==> src/sv/xcfp_pkg.sv <==
// Package for the XOR-checked frame parser: phase codes, framing constants
// and the step bundle passed from the input stage to the parse core.
// No dependencies.
`timescale 1ns / 1ps

package xcfp_pkg;

    localparam int unsigned BYTE_W = 8;
    localparam int unsigned WORD_W = 32;

    localparam logic [BYTE_W-1:0] CHECK_SEED = 8'hFF;
    localparam logic [BYTE_W-1:0] START_CODE = 8'hA0;
    localparam logic [BYTE_W-1:0] START_MASK = 8'hF0;
    localparam int unsigned       VAR_BIT    = 0;

    // Fixed header/check overhead subtracted from the buffer size
    localparam logic [WORD_W-1:0] BUF_OVERHEAD  = 32'd10;
    localparam logic [WORD_W-1:0] BUF_SIZE_RST  = 32'd1024;
    localparam logic [WORD_W-1:0] HDR_CHECK_POS = 32'd6;

    typedef enum logic [2:0] {
        PH_WAIT     = 3'd0,
        PH_HEADER   = 3'd1,
        PH_PAYLOAD  = 3'd2,
        PH_COMPLETE = 3'd3,
        PH_NOSTART  = 3'd4,
        PH_CHKERR   = 3'd5,
        PH_TOOLARGE = 3'd6
    } t_phase;

    typedef struct packed {
        logic              go;
        logic [BYTE_W-1:0] data;
    } t_step;

endpackage

==> src/sv/xcfp_core.sv <==
// Parse core: phase/position/check state, header fields and the payload
// result register, all updated in one step per byte. Uses xcfp_pkg.
`timescale 1ns / 1ps

module xcfp_core (
    input  logic                         i_clk,
    input  logic                         i_rst_n,
    input  xcfp_pkg::t_step              i_step,
    input  logic [xcfp_pkg::WORD_W-1:0]  i_limit,
    output logic [2:0]                   o_status,
    output logic                         o_data_valid,
    output logic [xcfp_pkg::BYTE_W-1:0]  o_data_byte,
    output logic [xcfp_pkg::WORD_W-1:0]  o_data_index,
    output logic [xcfp_pkg::BYTE_W-1:0]  o_msg_address,
    output logic [xcfp_pkg::BYTE_W-1:0]  o_msg_command,
    output logic [xcfp_pkg::WORD_W-1:0]  o_msg_length
);

    xcfp_pkg::t_phase            r_phase, n_phase;
    logic [xcfp_pkg::WORD_W-1:0] r_pos, n_pos;
    logic [xcfp_pkg::BYTE_W-1:0] r_check, n_check;
    logic [xcfp_pkg::BYTE_W-1:0] r_addr, n_addr;
    logic [xcfp_pkg::BYTE_W-1:0] r_cmd, n_cmd;
    logic [xcfp_pkg::WORD_W-1:0] r_len, n_len;
    logic                        r_dv, n_dv;
    logic [xcfp_pkg::BYTE_W-1:0] r_db, n_db;
    logic [xcfp_pkg::WORD_W-1:0] r_di, n_di;

    logic [xcfp_pkg::BYTE_W-1:0] b;

    assign b = i_step.data;

    always_comb begin
        n_phase = r_phase;
        n_pos   = r_pos;
        n_check = r_check;
        n_addr  = r_addr;
        n_cmd   = r_cmd;
        n_len   = r_len;
        n_dv    = 1'b0;
        n_db    = '0;
        n_di    = '0;
        case (r_phase)
            xcfp_pkg::PH_HEADER: begin
                if (r_pos >= xcfp_pkg::HDR_CHECK_POS) begin
                    if (b != r_check) begin
                        n_phase = xcfp_pkg::PH_CHKERR;
                    end else if (r_len > i_limit) begin
                        n_phase = xcfp_pkg::PH_TOOLARGE;
                    end else if (r_len == '0) begin
                        n_phase = xcfp_pkg::PH_COMPLETE;
                    end else begin
                        n_pos   = '0;
                        n_check = xcfp_pkg::CHECK_SEED;
                        n_phase = xcfp_pkg::PH_PAYLOAD;
                    end
                end else begin
                    case (r_pos[2:0])
                        3'd0:    n_addr = b;
                        3'd1:    n_cmd  = b;
                        3'd2:    n_len  = {{(xcfp_pkg::WORD_W-xcfp_pkg::BYTE_W){1'b0}}, b};
                        default: n_len  = {r_len[xcfp_pkg::WORD_W-xcfp_pkg::BYTE_W-1:0], b};
                    endcase
                    n_check = r_check ^ b;
                    n_pos   = r_pos + 32'd1;
                end
            end
            xcfp_pkg::PH_PAYLOAD: begin
                if (r_pos >= r_len) begin
                    n_phase = (b != r_check) ? xcfp_pkg::PH_CHKERR
                                             : xcfp_pkg::PH_COMPLETE;
                end else begin
                    n_dv    = 1'b1;
                    n_db    = b;
                    n_di    = r_pos;
                    n_check = r_check ^ b;
                    n_pos   = r_pos + 32'd1;
                end
            end
            default: begin
                // wait, or any terminal status: byte is a start candidate
                n_check = xcfp_pkg::CHECK_SEED ^ b;
                n_pos   = '0;
                if ((b & xcfp_pkg::START_MASK) != xcfp_pkg::START_CODE) begin
                    n_phase = xcfp_pkg::PH_NOSTART;
                end else if (b[xcfp_pkg::VAR_BIT]) begin
                    n_phase = xcfp_pkg::PH_HEADER;
                end else begin
                    n_phase = xcfp_pkg::PH_WAIT;
                end
            end
        endcase
    end

    always_ff @(posedge i_clk) begin
        if (!i_rst_n) begin
            r_phase <= xcfp_pkg::PH_WAIT;
            r_pos   <= '0;
            r_check <= xcfp_pkg::CHECK_SEED;
            r_addr  <= '0;
            r_cmd   <= '0;
            r_len   <= '0;
            r_dv    <= 1'b0;
        end else if (i_step.go) begin
            r_phase <= n_phase;
            r_pos   <= n_pos;
            r_check <= n_check;
            r_addr  <= n_addr;
            r_cmd   <= n_cmd;
            r_len   <= n_len;
            r_dv    <= n_dv;
        end
    end

    always_ff @(posedge i_clk) begin
        if (i_step.go) begin
            r_db <= n_db;
            r_di <= n_di;
        end
    end

    assign o_status      = r_phase;
    assign o_data_valid  = r_dv;
    assign o_data_byte   = r_db;
    assign o_data_index  = r_di;
    assign o_msg_address = r_addr;
    assign o_msg_command = r_cmd;
    assign o_msg_length  = r_len;

endmodule

==> src/sv/xor_checked_frame_parser_unit.sv <==
// XOR-checked frame parser, top level. An input byte, once transferred, passes
// through the input register, then the parse core result register.
// Throughput: one byte per cycle while the output is not stalled.
// Reset (synchronous, active low): parser waits for a start byte, check
// seed 0xFF, header fields zero, buffer size 1024. Uses xcfp_pkg, xcfp_core.
`timescale 1ns / 1ps

module xor_checked_frame_parser_unit (
    input  logic                         i_clk,
    input  logic                         i_rst_n,
    input  logic                         i_cfg_we,
    input  logic [xcfp_pkg::WORD_W-1:0]  i_cfg_data,
    input  logic                         i_in_valid,
    output logic                         o_in_stall,
    input  logic [xcfp_pkg::BYTE_W-1:0]  i_in_byte,
    output logic                         o_out_valid,
    input  logic                         i_out_stall,
    output logic [2:0]                   o_status,
    output logic                         o_data_valid,
    output logic [xcfp_pkg::BYTE_W-1:0]  o_data_byte,
    output logic [xcfp_pkg::WORD_W-1:0]  o_data_index,
    output logic [xcfp_pkg::BYTE_W-1:0]  o_msg_address,
    output logic [xcfp_pkg::BYTE_W-1:0]  o_msg_command,
    output logic [xcfp_pkg::WORD_W-1:0]  o_msg_length
);

    logic                        r_in_valid;
    logic [xcfp_pkg::BYTE_W-1:0] r_in_byte;
    logic                        r_out_valid;
    logic [xcfp_pkg::WORD_W-1:0] r_limit;
    logic                        advance;
    logic                        in_xfer;
    xcfp_pkg::t_step             step;

    // Length limit kept pre-subtracted (mod 2^32) so the header check
    // needs only a compare.
    always_ff @(posedge i_clk) begin
        if (!i_rst_n) begin
            r_limit <= xcfp_pkg::BUF_SIZE_RST - xcfp_pkg::BUF_OVERHEAD;
        end else if (i_cfg_we) begin
            r_limit <= i_cfg_data - xcfp_pkg::BUF_OVERHEAD;
        end
    end

    assign advance    = r_in_valid && (!r_out_valid || !i_out_stall);
    assign o_in_stall = r_in_valid && !advance;
    assign in_xfer    = i_in_valid && !o_in_stall;

    always_ff @(posedge i_clk) begin
        if (!i_rst_n) begin
            r_in_valid  <= 1'b0;
            r_out_valid <= 1'b0;
        end else begin
            if (in_xfer) begin
                r_in_valid <= 1'b1;
            end else if (advance) begin
                r_in_valid <= 1'b0;
            end
            if (advance) begin
                r_out_valid <= 1'b1;
            end else if (!i_out_stall) begin
                r_out_valid <= 1'b0;
            end
        end
    end

    always_ff @(posedge i_clk) begin
        if (in_xfer) begin
            r_in_byte <= i_in_byte;
        end
    end

    assign step.go   = advance;
    assign step.data = r_in_byte;

    xcfp_core u_core (
        .i_clk         (i_clk),
        .i_rst_n       (i_rst_n),
        .i_step        (step),
        .i_limit       (r_limit),
        .o_status      (o_status),
        .o_data_valid  (o_data_valid),
        .o_data_byte   (o_data_byte),
        .o_data_index  (o_data_index),
        .o_msg_address (o_msg_address),
        .o_msg_command (o_msg_command),
        .o_msg_length  (o_msg_length)
    );

    assign o_out_valid = r_out_valid;

endmodule
==> config.mk <==
export PLATFORM = sky130hd
export DESIGN_NAME = xor_checked_frame_parser_unit
export DESIGN_NICKNAME = d
export VERILOG_FILES = /design/src/sv/xcfp_pkg.sv /design/src/sv/xcfp_core.sv /design/src/sv/xor_checked_frame_parser_unit.sv
export SDC_FILE = /design/constraint.sdc
export NUM_CORES = 1
export LEC_CHECK = 0
export BUFFER_PORTS_ARGS = -buffer_cell sky130_fd_sc_hd__buf_4
export CORE_MARGIN = 2
export CORE_UTILIZATION = 55
export CTS_CLUSTER_SIZE = 24
export DETAILED_ROUTE_END_ITERATION = 10
export PLACE_DENSITY_LB_ADDON = 0.12
export SETUP_SLACK_MARGIN = 0.3
export SYNTH_ARGS = -nofsm -noshare
export SYNTH_HDL_FRONTEND = slang
export SYNTH_SLANG_ARGS = --single-unit
==> constraint.sdc <==
create_clock -name i_clk -period 4.4 [get_ports i_clk]
set_input_delay 0.22 -clock i_clk [delete_from_list [all_inputs] [get_ports i_clk]]
set_output_delay 0.22 -clock i_clk [all_outputs]
set_load 0.005 [all_outputs]
Word level (Yosys, flattened, before mapping)
Index checks and enable logic that the tools add are counted.
{ "op_classes": {"order_cmp": 3, "reduce_logical": 18, "addsub": 2, "n_mux": 28, "eq_ne": 13, "bitwise_logic": 5} }
{ "op_table": {"columns": ["op", "count"], "rows": [
  ["$mux W32", 5],
  ["$pmux W32 S2", 2],
  ["$mux W8", 5],
  ["$add A32 B1 Y32 const B", 1],
  ["$ge A32 B3 Y1 const B", 1],
  ["$ge A32 B32 Y1", 1],
  ["$gt A32 B32 Y1", 1],
  ["$logic_not A32 Y1", 1],
  ["$sub A32 B4 Y32 const B", 1],
  ["$mux W3", 6],
  ["$pmux W8 S2", 1],
  ["$reduce_and A4 Y1", 3],
  ["$ne A3 B3 Y1 const B", 3],
  ["$mux W1", 8],
  ["$ne A8 B8 Y1", 1],
  ["$not A8 Y8", 1],
  ["$xor A8 B8 Y8", 1],
  ["$eq A3 B1 Y1 const B", 2],
  ["$eq A3 B2 Y1 const B", 2],
  ["$ne A2 B1 Y1 const B", 3],
  ["$pmux W3 S2", 1],
  ["$reduce_and A5 Y1", 1],
  ["$logic_not A1 Y1", 4],
  ["$ne A4 B4 Y1 const B", 1],
  ["other kinds (8)", 13]
]} }
{ "word_totals": {"out_inout_bits": 94, "word_cells": 82, "reg_bits": 174, "in_bits": 45} }

Longest topological paths before layout
{ "logic_depth": {"ltp_word": 8, "depth_mapped": 12, "mapped_depth_nobuf": 10} }

Hierarchy
Synthesis repeated with hierarchy kept, for this count alone.
{ "unflattened": {"cells_unflattened": 1127, "hier_area_um2": 9743.1} }
{ "modules_own_cells": {"columns": ["mod", "cells_each", "area_per_inst_um2", "seq_area_each_um2", "instances"], "rows": [
  ["xcfp_core", 905, 7667.4, 3042.9, 1],
  ["xor_checked_frame_parser_unit", 222, 2075.7, 920.9, 1]
]} }

Worst setup path after synthesis
OpenSTA, ideal clock, no wires.
{ "synth_path": {"path_kind": "register -> register", "start": "register r_out_valid, in the netlist o_out_valid", "end": "register u_core.r_pos[23] (netlist bit)", "n_path_buf": 1, "period_less_slack_ns": 2.832, "setup_time_ns": 0.074, "arrival_time_ns": 2.758, "stages_incl_launch_ff": 10, "path_slack_ns": 1.568, "t_required_ns": 4.326, "path_cell_list": "dfxtp_1 nand2_1 nand2_1 inv_1 nand3b_1 and4b_1 o21ai_1 buf_2 or4_1 a31oi_1"} }
{ "synth_between": {"elab_chain_len": 4} }
{ "synth_rtl": {"columns": ["element", "line_no", "source"], "rows": [
  ["start: declaration", "xor_checked_frame_parser_unit.sv:29", "logic r_out_valid;"],
  ["start signal: assignment", "xor_checked_frame_parser_unit.sv:52", "r_out_valid <= 1'b0;"],
  ["start signal: assignment", "xor_checked_frame_parser_unit.sv:60", "r_out_valid <= 1'b1;"],
  ["start signal: assignment", "xor_checked_frame_parser_unit.sv:62", "r_out_valid <= 1'b0;"],
  ["$logic_not A1 Y1", "xor_checked_frame_parser_unit.sv:45", "assign advance = r_in_valid && (!r_out_valid || !i_out_stall);"],
  ["$logic_or A1 B1 Y1", "xor_checked_frame_parser_unit.sv:45", null],
  ["$logic_and A1 B1 Y1", "xor_checked_frame_parser_unit.sv:45", null],
  ["net advance", "xor_checked_frame_parser_unit.sv:31", "logic advance;"],
  ["$reduce_and A5 Y1 (no source line)", null, null],
  ["end signal: assignment", "xcfp_core.sv:106", "r_pos <= n_pos;"],
  ["end: declaration", "xcfp_core.sv:20", "logic [xcfp_pkg::WORD_W-1:0] r_pos, n_pos;"]
]} }
The timed path passes the listed nets, and every way through them passes these cells.
A chain may end at the register's enable or synchronous reset.

Worst setup path after layout
{ "layout_path": {"start": "register u_core.r_len, in the netlist u_core.o_msg_length[1]", "end": "register u_core.r_check[6] (netlist bit)"} }
{ "layout_between": {"elab_chain_len": 3, "elab_cells_between_ends": 7, "cone_classes": "2 x order compare; 3 x eq/ne; 2 x reduce/logical"} }
{ "layout_rtl": {"columns": ["element", "line_no", "source"], "rows": [
  ["start: declaration", "xcfp_core.sv:24", "logic [xcfp_pkg::WORD_W-1:0] r_len, n_len;"],
  ["start signal: assignment", "xcfp_core.sv:110", "r_len <= n_len;"],
  ["$gt A32 B32 Y1, or another cell as far along", "xcfp_core.sv:48", "end else if (r_len > i_limit) begin"],
  ["$ne A3 B3 Y1 (no source line) or $ne A2 B2 Y1 (tied branches)", null, null],
  ["$reduce_and A5 Y1 (no source line) (*)", null, null],
  ["end signal: assignment", "xcfp_core.sv:99", "r_check <= xcfp_pkg::CHECK_SEED;"],
  ["end signal: assignment", "xcfp_core.sv:107", "r_check <= n_check;"],
  ["end: declaration", "xcfp_core.sv:21", "logic [xcfp_pkg::BYTE_W-1:0] r_check, n_check;"]
]} }
Every way passes the cells marked *; elsewhere a longest branch is shown, timed or not.

==> run_results.csv <==
group,metric,value,unit
outcome,outcome,"finished clean",
route,num_vias,8228,
global_routing,grt-busiest-layer,"met2",
yosys,syn_nets,1175,
sta,relSlewSlack,20.7,%
global_routing,grt_pass1_wl,38.2,mm
finish,num_antenna_cells,0,
sta,fmax,273,MHz
yosys,postSynthAreaPerCell,8.87,µm²
power,p_per_area,309,nW/µm²
placement,portBuffers,138,
yosys,async_flop_share,0,%
clock_tree,clkTransAtPathRegs,0.07,ns
route,via_per_inst,5.80,
worst_setup_path,slowest_delay,0.62,ns
yosys,ys_seq_elements,174,
worst_setup_path,path_cells,"ha_1, nor2b_1, o211ai_1, a2111oi_0, o31ai_1, and4b_1, o21ai_2, buf_4, nand2_1, o22a_1",
worst_setup_path,crit_buf_inv,1,
worst_setup_path,crit_path_end_kind,"register",
global_routing,grt-ovfl-total,0,
yosys,synth_edf_count,48,
sta,period_share,83.1,%
route,routed_wl,23.6,mm
sta,fin_crit,3.66,ns
power,leakagePower,4.46,nW
worst_setup_path,path_class,"reg2reg",
route,drc,0,
clock_tree,cts_root_buf,"clkbuf_16",
sta,worstMarginPinSlew,1.18,ns
yosys,synth_ff_type,"dfxtp_1",
route,drt-initial-drc-count,747,
floorplanning,die_h,135,µm
power,p_total,3.48,mW
sta,rsz0062_at_grt,"false",
min_path,hold_path_class,"in2reg",
floorplanning,core,16600,µm²
floorplanning,start_util,56.6,%
floorplanning,io_pins,139,
route,dr.pass1.iters,7,
global_routing,grt_use_met2,41.4,%
floorplanning,die_area,18200,µm²
power,peakVddDrop,0.281,mV
yosys,yosysUniqueCellTypes,64,
global_routing,grt_use_total,26.4,%
worst_setup_path,crit_fanout,27,
finish,syn2layout_area_growth,19.7,%
placement,dpl_cell_area,10600,µm²
floorplanning,die_width,135,µm
clock_tree,cts_max_path_buffers,2,
run,maxCapViolCount,0,
worst_setup_path,cp.required,4.73,ns
finish,fin_cells,1418,
placement,hpwlAfterDp,17.2,mm
yosys,yosys_warnings,0,
global_routing,grtUsageMet3,6.01,%
sta,setup_viol,0,
clock_tree,clk_latency,0.44,ns
route,ant_nets,0,
worst_setup_path,crit_path_start_kind,"register",
worst_setup_path,arrival,3.98,ns
finish,fin_area,11300,µm²
clock_tree,numClockSinks,174,
clock_tree,htree_levels,4,
sta,hold_violations,0,
worst_setup_path,crit_path_top_delay_cell,"a2111oi_0",
global_routing,grt_max_degree,63,
floorplanning,core.rowCount,47,
finish,drive_gt1_share,16.9,%
sta,maxSlewViolCount,0,
route,wl_per_cell,16.6,µm
worst_setup_path,cpLargestDelayFamily,"compound AO/OA/AOI/OAI gates",
yosys,yosysSeqAreaShare,42.1,%
placement,globalplace.congestion,0.910,
global_routing,antenna_found_initial,0,
clock_tree,cts_tree,"yes",
yosys,syn-instance-count,1061,
placement,dp_cells,1377,
global_routing,grt_pass1_vias,7586,
finish,num-nets-final,1299,
global_routing,met1_usage,35.9,%
sta,fin_skew,0.00941,ns
yosys,syn_area,9410,µm²
sta,fin_tns_setup,0,ns
clock_tree,cts_made_buffers,17,
[metal layers]
metal,vias up,wire length [µm]
li1,4086,-
met1,3815,10600
met2,284,10800
met3,43,1540
met4,0,584
met5,-,0
[cells by family after synthesis]
kind of cell	after synthesis	synth area share (%)
flip-flops	174	42.1
multiplexers	18	1.91
XOR/XNOR	40	3.72
AND/OR/NAND/NOR	399	22.4
AO/OA/AOI/OAI	232	15.5
adder cells (fa/ha/maj)	69	9.17
buffers and inverters	129	5.25
[layout by cell type, fill, tap and decap left out, types with 5 or more instances in the layout]
cell,instances
a211oi_1,12
nor3_1,13
dlygate4sd3_1,9
or3_1,12
o31a_1,6
o31ai_1,12
o21ai_0,41
edfxtp_1,48
a21oi_1,91
inv_1,77
a311oi_1,8
and3_1,8
buf_4,147
or2_2,6
dfxtp_1,126
nand3_1,44
nand2b_1,5
or4_1,18
o211ai_1,8
xnor2_1,36
ha_1,69
nand2_1,106
nand4_1,25
o21a_1,9
and2_1,37
nor4_1,31
o22a_1,16
clkbuf_16,17
mux2i_1,18
nor2_1,68
inv_8,5
[sequential cells by signal, indices dropped and copies added, names as in the netlist]
signal / flops
u_core.o_msg_length: 32
u_core.o_msg_command: 8
u_core.r_check: 8
u_core.o_status: 3
u_core.o_data_byte: 8
u_core.o_data_valid: 1
u_core.o_data_index: 32
r_limit: 32
r_in_valid: 1
u_core.r_pos: 32
r_in_byte: 8
o_out_valid: 1
u_core.o_msg_address: 8
[synthesized netlist by cell type, drive strengths merged (3+ instances only)]
master   count  share of area [%]
and4         4               0.37
nand4       25                1.7
dfxtp      126                 27
nor4        34                2.6
clkbuf      41                1.7
edfxtp      48                 15
xnor2       36                3.3
a2111oi      4               0.39
and2        37                2.5
buf         10               0.48
o22a        16                1.5
nand3b       3               0.37
o31a         6               0.56
or2          6               0.40
nor3        16               0.96
a211oi      12               0.96
o21ai       46                2.4
o211ai       8               0.64
a21boi       4               0.32
mux2i       18                1.9
a31oi        3               0.20
o31ai       13                1.0
or4         19                1.6
ha          69                9.2
nor2b        4               0.27
nand3       44                2.3
a311oi       8               0.74
and3         8               0.53
nand2      106                4.2
o21a         9               0.72
nor2        70                2.9
xor2         4               0.37
or3         14                1.0
inv         78                3.1
nand2b       5               0.33
a21oi       91                4.8
[power by group]
| group | switching (mW) | internal, mW |
|---|---|---|
| clock network | 0.697 | 0.752 |
| registers | 0.0409 | 1.70 |
| logic | 0.158 | 0.139 |
[final cells by class]
type / count / area, µm²
Fill cell: 1384 / 5370
Clock inverter: 15 / 148
Tap cell: 220 / 275
Multi-Input combinational cell: 758 / 4970
Timing Repair Buffer: 156 / 1190
Sequential cell: 174 / 3960
Inverter: 78 / 293
Clock buffer: 17 / 425
[timing repair]
item | CTS | global route
hold endpoints to repair | 9 | 0
gates resized for setup | 0 | 0
hold buffers | 9 | 0
setup buffers | 0 | 0
[metrics by stage]
| stage | utilization [%] | setup WS [ns] | hold slack [ns] |
|---|---|---|---|
| floorplan | - | 1.57 | 0.319 |
| global placement | 63.7 | 0.969 | 0.399 |
| detailed placement | 63.7 | 0.869 | 0.399 |
| CTS | 67.7 | 0.846 | 0.0123 |
| global route | 67.7 | 0.429 | 0.0209 |
| finish | 67.7 | 0.743 | 0.0166 |
[worst register-to-register path: stages (launching register included)]
cell and delay [ns]:
dfxtp_1 0.37, ha_1 0.32, nor2b_1 0.13, o211ai_1 0.12, a2111oi_0 0.62, o31ai_1 0.19
and4b_1 0.28, o21ai_2 0.57, buf_4 0.41, nand2_1 0.28, o22a_1 0.27
[path summary, 6_finish.rpt]
| path | depth (start not counted) | from | end | slack (ns) |
|---|---|---|---|---|
| worst max-delay path | 10 | u_core.o_msg_length[1] | u_core.r_check[6] | 0.74 |
| worst max register to register | 10 | u_core.o_msg_length[1] | u_core.r_check[6] | 0.74 |
| worst min-delay path | 3 | i_cfg_data[0] | r_limit[0] | 0.02 |
| worst min register to register | 2 | u_core.o_data_valid | u_core.o_data_valid | 0.46 |
No activity file was read; power rests on OpenSTA's default activity.
